**src/sfla_pkg.sv**
```systemverilog
// Shared constants, codes and control/status structs of the free-list block allocator.
// No dependencies; used by the controller, the datapath, the top level and the checker.
`default_nettype none

package sfla_pkg;

    // Default sizes
    localparam int SIZE_CLASSES_DEF = 64;
    localparam int MAP_WORDS_DEF    = 64;
    localparam int STACK_DEPTH_DEF  = 16;

    // Fixed field widths
    localparam int IDX_W     = 12;
    localparam int LEN_W     = 7;
    localparam int MODE_W    = 2;
    localparam int STATUS_W  = 2;
    localparam int WORD_BITS = 64;
    localparam int BIT_W     = 6;
    localparam int IN_DATA_W  = 24;
    localparam int OUT_DATA_W = 16;

    // Request modes
    localparam logic [MODE_W-1:0] MODE_ALLOC   = 2'd0;
    localparam logic [MODE_W-1:0] MODE_FREE    = 2'd1;
    localparam logic [MODE_W-1:0] MODE_RECYCLE = 2'd2;
    localparam logic [MODE_W-1:0] MODE_NOP     = 2'd3;

    // Result status codes
    localparam logic [STATUS_W-1:0] ST_OK       = 2'd0;
    localparam logic [STATUS_W-1:0] ST_NO_SPACE = 2'd1;
    localparam logic [STATUS_W-1:0] ST_BAD_LEN  = 2'd2;
    localparam logic [STATUS_W-1:0] ST_DROPPED  = 2'd3;

    // Commands from the controller to the datapath
    typedef struct packed {
        logic load_req;
        logic clr_step;
        logic chk_stacks;
        logic pop_rd;
        logic pop_addr;
        logic pop_take;
        logic push_rd;
        logic push_wr;
        logic free_setup;
        logic scan_init;
        logic map_rd;
        logic map_claim;
        logic scan_next;
        logic run_start;
        logic run_len;
        logic run_use;
        logic rec_step;
        logic rec_last;
        logic set_badlen;
        logic set_nospace;
        logic out_load;
    } cmd_t;

    // Status from the datapath to the controller
    typedef struct packed {
        logic [MODE_W-1:0] mode;
        logic bad_len;
        logic idx_zero;
        logic hit;
        logic exact;
        logic map_full;
        logic scan_last;
        logic clr_last;
        logic work_full;
        logic found;
        logic run_push;
        logic rec_push;
        logic rec_close;
        logic out_free;
    } sts_t;

endpackage

`default_nettype wire

```
**src/sfla_ctrl.sv**
```systemverilog
// Sequencing state machine of the free-list block allocator.
// Depends on sfla_pkg for the command and status structs and the mode codes.
`default_nettype none

module sfla_ctrl
(
    input  wire logic          clk,
    input  wire logic          rst_n,
    input  wire logic          in_valid,
    output logic               in_ready,
    input  wire sfla_pkg::sts_t sts,
    output sfla_pkg::cmd_t     cmd
);

    localparam int ST_W = 5;
    localparam logic [ST_W-1:0] S_CLEAR    = 5'd0;
    localparam logic [ST_W-1:0] S_IDLE     = 5'd1;
    localparam logic [ST_W-1:0] S_DISPATCH = 5'd2;
    localparam logic [ST_W-1:0] S_ALLOC    = 5'd3;
    localparam logic [ST_W-1:0] S_POP_RD   = 5'd4;
    localparam logic [ST_W-1:0] S_POP_ADDR = 5'd5;
    localparam logic [ST_W-1:0] S_POP_TAKE = 5'd6;
    localparam logic [ST_W-1:0] S_PUSH_RD  = 5'd7;
    localparam logic [ST_W-1:0] S_PUSH_WR  = 5'd8;
    localparam logic [ST_W-1:0] S_MAP_RD   = 5'd9;
    localparam logic [ST_W-1:0] S_MAP_TAKE = 5'd10;
    localparam logic [ST_W-1:0] S_RUN_FIND = 5'd11;
    localparam logic [ST_W-1:0] S_RUN_LEN  = 5'd12;
    localparam logic [ST_W-1:0] S_RUN_USE  = 5'd13;
    localparam logic [ST_W-1:0] S_REC      = 5'd14;
    localparam logic [ST_W-1:0] S_REC_LAST = 5'd15;
    localparam logic [ST_W-1:0] S_DONE     = 5'd16;

    logic [ST_W-1:0] state_reg, state_next;
    logic [ST_W-1:0] ret_reg, ret_next;

    // Hold state and push return point
    always_ff @(posedge clk or negedge rst_n)
    begin
        if (!rst_n)
        begin
            state_reg <= S_CLEAR;
            ret_reg   <= S_DONE;
        end
        else
        begin
            state_reg <= state_next;
            ret_reg   <= ret_next;
        end
    end

    assign in_ready = (state_reg == S_IDLE);

    // Advance the sequence and issue commands
    always_comb
    begin
        state_next = state_reg;
        ret_next   = ret_reg;
        cmd        = '0;
        unique case (state_reg)
            S_CLEAR:
            begin
                cmd.clr_step = 1'b1;
                if (sts.clr_last)
                    state_next = S_IDLE;
            end
            S_IDLE:
            begin
                if (in_valid)
                begin
                    cmd.load_req = 1'b1;
                    state_next   = S_DISPATCH;
                end
            end
            S_DISPATCH:
            begin
                if ((sts.mode == sfla_pkg::MODE_ALLOC || sts.mode == sfla_pkg::MODE_FREE)
                    && sts.bad_len)
                begin
                    cmd.set_badlen = 1'b1;
                    state_next     = S_DONE;
                end
                else if (sts.mode == sfla_pkg::MODE_ALLOC)
                begin
                    cmd.chk_stacks = 1'b1;
                    state_next     = S_ALLOC;
                end
                else if (sts.mode == sfla_pkg::MODE_FREE)
                begin
                    if (!sts.idx_zero)
                    begin
                        cmd.free_setup = 1'b1;
                        ret_next       = S_DONE;
                        state_next     = S_PUSH_RD;
                    end
                    else
                        state_next = S_DONE;
                end
                else if (sts.mode == sfla_pkg::MODE_RECYCLE)
                    state_next = S_REC;
                else
                    state_next = S_DONE;
            end
            S_ALLOC:
            begin
                if (sts.hit)
                    state_next = S_POP_RD;
                else
                begin
                    cmd.scan_init = 1'b1;
                    state_next    = S_MAP_RD;
                end
            end
            S_POP_RD:
            begin
                cmd.pop_rd = 1'b1;
                state_next = S_POP_ADDR;
            end
            S_POP_ADDR:
            begin
                cmd.pop_addr = 1'b1;
                state_next   = S_POP_TAKE;
            end
            S_POP_TAKE:
            begin
                cmd.pop_take = 1'b1;
                if (sts.exact)
                    state_next = S_DONE;
                else
                begin
                    ret_next   = S_DONE;
                    state_next = S_PUSH_RD;
                end
            end
            S_PUSH_RD:
            begin
                cmd.push_rd = 1'b1;
                state_next  = S_PUSH_WR;
            end
            S_PUSH_WR:
            begin
                cmd.push_wr = 1'b1;
                state_next  = ret_reg;
            end
            S_MAP_RD:
            begin
                cmd.map_rd = 1'b1;
                state_next = S_MAP_TAKE;
            end
            S_MAP_TAKE:
            begin
                if (!sts.map_full)
                begin
                    cmd.map_claim = 1'b1;
                    state_next    = S_RUN_FIND;
                end
                else if (sts.scan_last)
                begin
                    cmd.set_nospace = 1'b1;
                    state_next      = S_DONE;
                end
                else
                begin
                    cmd.scan_next = 1'b1;
                    state_next    = S_MAP_RD;
                end
            end
            S_RUN_FIND:
            begin
                if (!sts.work_full)
                begin
                    cmd.run_start = 1'b1;
                    state_next    = S_RUN_LEN;
                end
                else if (sts.found)
                    state_next = S_DONE;
                else if (sts.scan_last)
                begin
                    cmd.set_nospace = 1'b1;
                    state_next      = S_DONE;
                end
                else
                begin
                    cmd.scan_next = 1'b1;
                    state_next    = S_MAP_RD;
                end
            end
            S_RUN_LEN:
            begin
                cmd.run_len = 1'b1;
                state_next  = S_RUN_USE;
            end
            S_RUN_USE:
            begin
                cmd.run_use = 1'b1;
                if (sts.run_push)
                begin
                    ret_next   = S_RUN_FIND;
                    state_next = S_PUSH_RD;
                end
                else
                    state_next = S_RUN_FIND;
            end
            S_REC:
            begin
                cmd.rec_step = 1'b1;
                if (sts.rec_push)
                begin
                    ret_next   = S_REC_LAST;
                    state_next = S_PUSH_RD;
                end
                else
                    state_next = S_REC_LAST;
            end
            S_REC_LAST:
            begin
                if (sts.rec_close)
                begin
                    cmd.rec_last = 1'b1;
                    ret_next     = S_DONE;
                    state_next   = S_PUSH_RD;
                end
                else
                    state_next = S_DONE;
            end
            S_DONE:
            begin
                if (sts.out_free)
                begin
                    cmd.out_load = 1'b1;
                    state_next   = S_IDLE;
                end
            end
            default:
            begin
                state_next = S_IDLE;
            end
        endcase
    end

endmodule

`default_nettype wire

```
**config.mk**
```make
export PLATFORM = sky130hd
export DESIGN_NAME = sfla_ctrl
export DESIGN_NICKNAME = d
export VERILOG_FILES = /design/src/sfla_pkg.sv /design/src/sfla_ctrl.sv
export SDC_FILE = /design/constraint.sdc
export NUM_CORES = 1
export LEC_CHECK = 0
export ABC_CLOCK_PERIOD_IN_PS = 2560
export BUFFER_PORTS_ARGS = -buffer_cell sky130_fd_sc_hd__buf_4
export CAP_MARGIN = 30
export CORE_ASPECT_RATIO = 1.4
export CORE_MARGIN = 4
export CORE_UTILIZATION = 45
export DETAILED_ROUTE_END_ITERATION = 10
export PLACE_DENSITY = 0.76
export SYNTH_ARGS = -nofsm -noshare
export SYNTH_HDL_FRONTEND = slang
export SYNTH_SLANG_ARGS = --single-unit
```
**constraint.sdc**
```tcl
create_clock -name clk -period 2.56 [get_ports clk]
set_input_delay 0.128 -clock clk [delete_from_list [all_inputs] [get_ports clk]]
set_output_delay 0.128 -clock clk [all_outputs]
set_load 0.02 [all_outputs]
```
==> results.ini, run 1 <==
[synthesis]
synth.most_common_cell=nor2_1
ys_top_cells_by_count=nor2_1, nand2_1, nor3_1, o21ai_0
synthCells=129
synth_area_sq_um=928
synth_edf_count=0
ys_top_cells_by_area=dfrtp_1, nor2_1, nor3_1
synth.distinct_cells=43
synth_seq_cells=8
syn_avg_cell_area_sq_um=7.20
syn-num-nets=147
synth_flop_cell=dfrtp_1
yosys_warnings=0
synth-async-reset-ratio_pct=100
yosysTopAreaCell=dfrtp_1
synth_top_area_share_pct=18.9
ys_seq_area_share_pct=21.7

[power]
power_frac_clock_pct=10.2
switching_power_uw=551
swShare_pct=51.6
p_seq_share_pct=24.4
ir_worst_vdd_v=0.000472
cellInternalPower_uw=518
power_density_mw_per_mm2=841
p_leak_nw=0.568
p_comb_share_pct=65.4
power.total_mw=1.07

[run]
drv_cap=0

[timing]
rsz0062_at_grt=no
slew_violations=0
final.period_utilization_pct=86.6
maxSlewHeadroom_pct=71.8
holdWs_ps=165
finalHoldViolations=0
tightest_slew_ps=423
fin_skew_ps=8.13
min_period_ps=2220
setup_violations=0
tns_ps=0
clock.fmax_ghz=0.451

[global_route]
track_usage_pct=23.9
grt_pass1_wl_mm=4.93
grt_pass1_vias=1068
grt_max_degree=17
gr-total-overflow=0
antenna_found_initial=0

[cells_and_area]
num-fill-cells=185
final_util_pct=64.4
antenna_cells=0
syn_to_final_growth_pct=36.9
largest_reg_flops=5
multiInputGateArea_sq_um=677
drive_gt1_share_pct=29.8
nNetsFinal=187
seq_area_sq_um=201
instances_no_fill=189

[critical_path]
critPathMaxFanout=14
critPathArrivalTime_ps=2090
end_kind=primary output
crit_type=flop to primary output
reg2reg_slack_ps=460
worstPathRequired_ps=2430
cp-start-kind=flop

[status]
status=finished clean

[route]
drt-pass1-iter-count=4
vias=1167
route.final.wire_length_mm=3.10
vias_per_cell=6.17
wl_per_cell_um=16.4
drt_iter0_markers=69
drc_errors=0
antenna_left=0

[floorplan]
core.rowCount=19
coreArea_sq_mm=0.00197
die_h_um=61.7
die_w_um=46.4
initial_core_util_pct=47.1
ios=40
die_area_sq_mm=0.00286

[placement]
portBuffers=39
dp_hpwl_mm=2.47
gp_congestion=0.947
place_inst=184

[clock_network]
cts_buffers=3
clk_pin_slew_ps=60
ctsLongestPathBuffers=2
cts_tree=built
clk_latency_ps=260
post_cts_resize_count=0
clock_sinks=8
h-tree-depth=1
root_buffer=clkbuf_4

[hold_path]
worstHoldPathType=input pin to flop

final timing paths:
| path | end | cells after the start | from |
|---|---|---|---|
| hold / removal | state_reg[4] | 3 | sts[9] |
| setup reg to reg | ret_reg[2] | 5 | state_reg[0] |
| hold reg to reg | ret_reg[2] | 1 | ret_reg[2] |
| max in group asynchronous | ret_reg[4] | 2 | rst_n |
| min in group asynchronous | state_reg[2] | 2 | rst_n |
| setup / recovery | cmd[1] | 5 | state_reg[2] |
per-stage QoR:
| step | cell area [sq um] | setup WS [ps] |
|---|---|---|
| 6_report | 1270 | 344 |
| 5_1_grt | 1270 | 233 |
| 4_1_cts | 1270 | 360 |
| 3_5_place_dp | 1230 | 514 |
| 3_3_place_gp | 1230 | 562 |
| 2_1_floorplan | 928 | 558 |
power groups by stage:
stage                     Combinational [mW]  Clock [mW]  Sequential, mW
after floorplan                        0.539           0           0.191
after global placement                 0.690           0           0.250
after detailed placement               0.688           0           0.257
after CTS                              0.693       0.111           0.255
after global routing                   0.761       0.117           0.270
final                                  0.699       0.109           0.261
layout make-up:
type / count / share of cell area [%]
multi-input combinational: 108 / 53.2
timing repair buffer: 42 / 25.0
sequential: 8 / 15.8
clock buffer: 4 / 2.07
tap: 21 / 2.07
inverter: 6 / 1.77
metal layers:
metal / vias up / global-route usage [%] / wire length [um]
met5: - / 0 / 0
met4: 0 / 15.0 / 106
met3: 8 / 2.88 / 267
met2: 61 / 38.0 / 1530
met1: 542 / 30.1 / 1190
li1: 556 / - / -
repair_timing:
| action | CTS | global route |
|---|---|---|
| hold buffers | 1 | 0 |
| hold endpoints to repair | 8 | 0 |
| setup buffers | 0 | 0 |
layout by cell type, fill, tap and decap left out, drive strengths merged, types with 2 or more instances in the layout:
master and instances:
buf 41, nor2 15, nand2 10, nor3 10
o21ai 9, nand3 7, dfrtp 7, inv 6
nand2b 6, nor2b 4, a31oi 4, clkbuf 4
and2 3, nor4 3, o22ai 3, a21oi 3
or3 2, nand3b 2, or3b 2, nor3b 2
a211oi 2, mux2 2
cell families after synthesis:
| logic type | Yosys count | synth area share (%) |
|---|---|---|
| AO/OA/AOI/OAI | 33 | 25.3 |
| XOR/XNOR | 1 | 0.944 |
| buffers and inverters | 13 | 5.39 |
| flip-flops | 8 | 21.7 |
| multiplexers | 3 | 4.31 |
| AND/OR/NAND/NOR | 71 | 42.3 |
critical path: stages, from the launching register on:
cell and delay, ps:
dfrtp_1 520, nand2b_1 370, or3_1 500, o21ai_0 160, and2_1 140, buf_4 130
Note: power is estimated with default switching activity, not from simulation.
==> run 2, diff against run 1 <==
ABC_AREA = 1   (was default)
CELL_PAD_IN_SITES_DETAIL_PLACEMENT = 1   (was default)
CELL_PAD_IN_SITES_GLOBAL_PLACEMENT = 1   (was default)
CORE_UTILIZATION = 30   (was 45)
PLACE_DENSITY = default   (was 0.76)
PLACE_DENSITY_LB_ADDON = 0.1   (was default)
==> results.ini, run 2 <==
[status]
status=finished clean

[critical_path]
worstPathRequired_ps=2430  ; about the same
end_kind=primary output
reg2reg_slack_ps=980  ; +520 ps
cp-start-kind=flop
critPathArrivalTime_ps=1810  ; -280 ps
critPathMaxFanout=7  ; -7
reg2regPathDepth=9  ; +4
r2r-start=state_reg[3]
crit-reg2reg-capture=ret_reg[3]
crit_type=flop to primary output

[power]
ir_worst_vdd_v=0.000303  ; -36%
power_density_mw_per_mm2=834  ; -0.83%
p_leak_nw=0.813  ; +43%
power.total_mw=1.13  ; +5.8%

[clock_network]
clock_sinks=8  ; unchanged
clk_latency_ps=230  ; -30 ps
post_cts_resize_count=0  ; unchanged
cts_buffers=3  ; unchanged
ctsLongestPathBuffers=2  ; unchanged
h-tree-depth=1  ; unchanged
clk_pin_slew_ps=50  ; about the same
root_buffer=clkbuf_8
cts_tree=built

[timing]
slew_violations=0  ; unchanged
setup_violations=0  ; unchanged
fin_skew_ps=5.08  ; -3.05 ps
final.period_utilization_pct=75.6  ; -11 points
tns_ps=0  ; unchanged
min_period_ps=1930  ; -282 ps
tightest_slew_ps=506  ; +83.3 ps
rsz0062_at_grt=no
finalHoldViolations=0  ; unchanged
maxSlewHeadroom_pct=66.1  ; -5.7 points
clock.fmax_ghz=0.517  ; +15%

[floorplan]
coreArea_sq_mm=0.00309  ; +57%
core.rowCount=24  ; +5
initial_core_util_pct=31.0  ; -16 points
die_w_um=55.8  ; +20%
die_area_sq_mm=0.00418  ; +46%
ios=40  ; unchanged
die_h_um=74.9  ; +21%

[route]
wl_per_cell_um=14.0  ; -14%
vias_per_cell=4.89  ; -21%
drt-pass1-iter-count=4  ; unchanged
vias=1243  ; +6.5%
route.final.wire_length_mm=3.57  ; +15%
drt_iter0_markers=23  ; -67%
antenna_left=0  ; unchanged
drc_errors=0  ; unchanged

[synthesis]
yosys.area_share.simple_pct=59.2  ; +17 points
synth.most_common_cell=nand2_1
yosys_warnings=0  ; unchanged
yosys-mux-area-fraction_pct=0  ; -4.3 points
synth-async-reset-ratio_pct=100  ; unchanged
synth.distinct_cells=22  ; -49%
synth_area_sq_um=960  ; +3.4%
ys_top_cells_by_count=nand2_1, inv_1, nor2_1
synth_edf_count=0  ; unchanged
synth_top_area_share_pct=18.3  ; -0.61 points
synthCells=171  ; +33%
yosysTopAreaCell=dfrtp_1
ys_seq_area_share_pct=21.0  ; -0.71 points
synth_fa_ha_area_share_pct=0  ; unchanged
syn-num-nets=189  ; +29%
synth_top_family_by_area=simple AND/OR/NAND/NOR gates
synth-compound-area-share_pct=5.48  ; -20 points
synth-xor-area-share_pct=0  ; -0.94 points
synth_seq_cells=8  ; unchanged
syn_avg_cell_area_sq_um=5.61  ; -22%
ys_top_cells_by_area=dfrtp_1, nand2_1, inv_1
synth_flop_cell=dfrtp_1

[hold_path]
min_to=state_reg[3]
worstHoldPathType=input pin to flop
whs_path_depth=3  ; unchanged
hold_start=sts[14]

[cells_and_area]
instances_no_fill=254  ; +34%
layout_commonest_cell=nand2_1
drive_gt1_share_pct=30.2  ; +0.47 points
largest_reg_flops=5  ; unchanged
final_cell_mix=nand2_1, buf_4, inv_1
syn_to_final_growth_pct=41.3
antenna_cells=0  ; unchanged
nNetsFinal=234  ; +25%

[placement]
place_inst=249  ; +35%
portBuffers=39  ; unchanged
dp_hpwl_mm=3.15  ; +28%
gp_congestion=0.964  ; +1.7%

[global_route]
gr-total-overflow=0  ; unchanged
grt_pass1_wl_mm=5.84  ; +19%
grt_max_degree=11  ; -6
grt_pass1_vias=1280  ; +20%
antenna_found_initial=0  ; unchanged
track_usage_pct=17.6  ; -6.3 points

[run]
drv_cap=0  ; unchanged

-- run 2: cell count changes after synthesis, sizes merged, moves of 3 or more --
cell and change:
and2 -3, nand2b -6, nand4 +4, nand3 +14
nor2b -4, o22ai -3, nand2 +37, a31oi -3
o21ai -6, nor2 +20, inv +30, clkbuf -6
nor3 -3
-- run 2: area by class of cell --
cell class / count / area [sq um]
fill: 440 / 1740
multi-input combinational: 127 / 621
timing repair buffer: 40 / 303
sequential: 8 / 201
inverter: 36 / 138
tap: 39 / 48.8
clock buffer: 4 / 45.0
-- run 2: per-layer routing --
layer | wire length, um | GRT usage, %
met1 | 1350 | 17.9
met2 | 1970 | 36.1
met3 | 157 | 2.40
met4 | 95 | 7.03
met5 | 0 | 0
-- run 2: how the worst max path moves through the flow --
stage / from / to / cells past startpoint
2_1_floorplan: state_reg[3] / cmd[18] / 5
3_3_place_gp: state_reg[3] / cmd[18] / 6
3_5_place_dp: state_reg[3] / cmd[18] / 6
4_1_cts: state_reg[3] / cmd[18] / 6
5_1_grt: state_reg[3] / cmd[18] / 6
6_report: state_reg[3] / cmd[18] / 6
-- run 2: kinds of logic (layout without fill, tap and decap cells) --
kind of cell           count (synthesis)  after routing
DFF                                    8              8
and+or+nand+nor                      118            118
AOI/OAI and AO/OA                      9              9
buffers and inverters                 36             80
-- run 2: stage by stage --
stage	utilization [%]	setup slack (ps)	cell area, sq um	hold slack [ps]
after global placement	42.1	961	1300	-49.2
after detailed placement	42.1	873	1300	-46.3
after CTS	43.9	611	1360	171
final	43.9	626	1360	168
after global routing	43.9	493	1360	177
after floorplan	-	843	960	-168
-- run 2: worst max-delay path, stage by stage, from the launching register on --
cell and delay, ps:
dfrtp_1 470, nor2_2 290, inv_2 90, nor2_4 210
inv_1 100, nor4_1 210, buf_4 200
-- run 2: timing repair --
action | CTS | global route
hold buffers | 1 | 0
setup buffers | 0 | 0
hold endpoints to repair | 8 | 0
-- run 2: report_power, final --
part	internal, mW	total (mW)	switching (mW)
clock	0.108	0.162	0.0533
combinational	0.235	0.712	0.477
sequential	0.178	0.257	0.0787
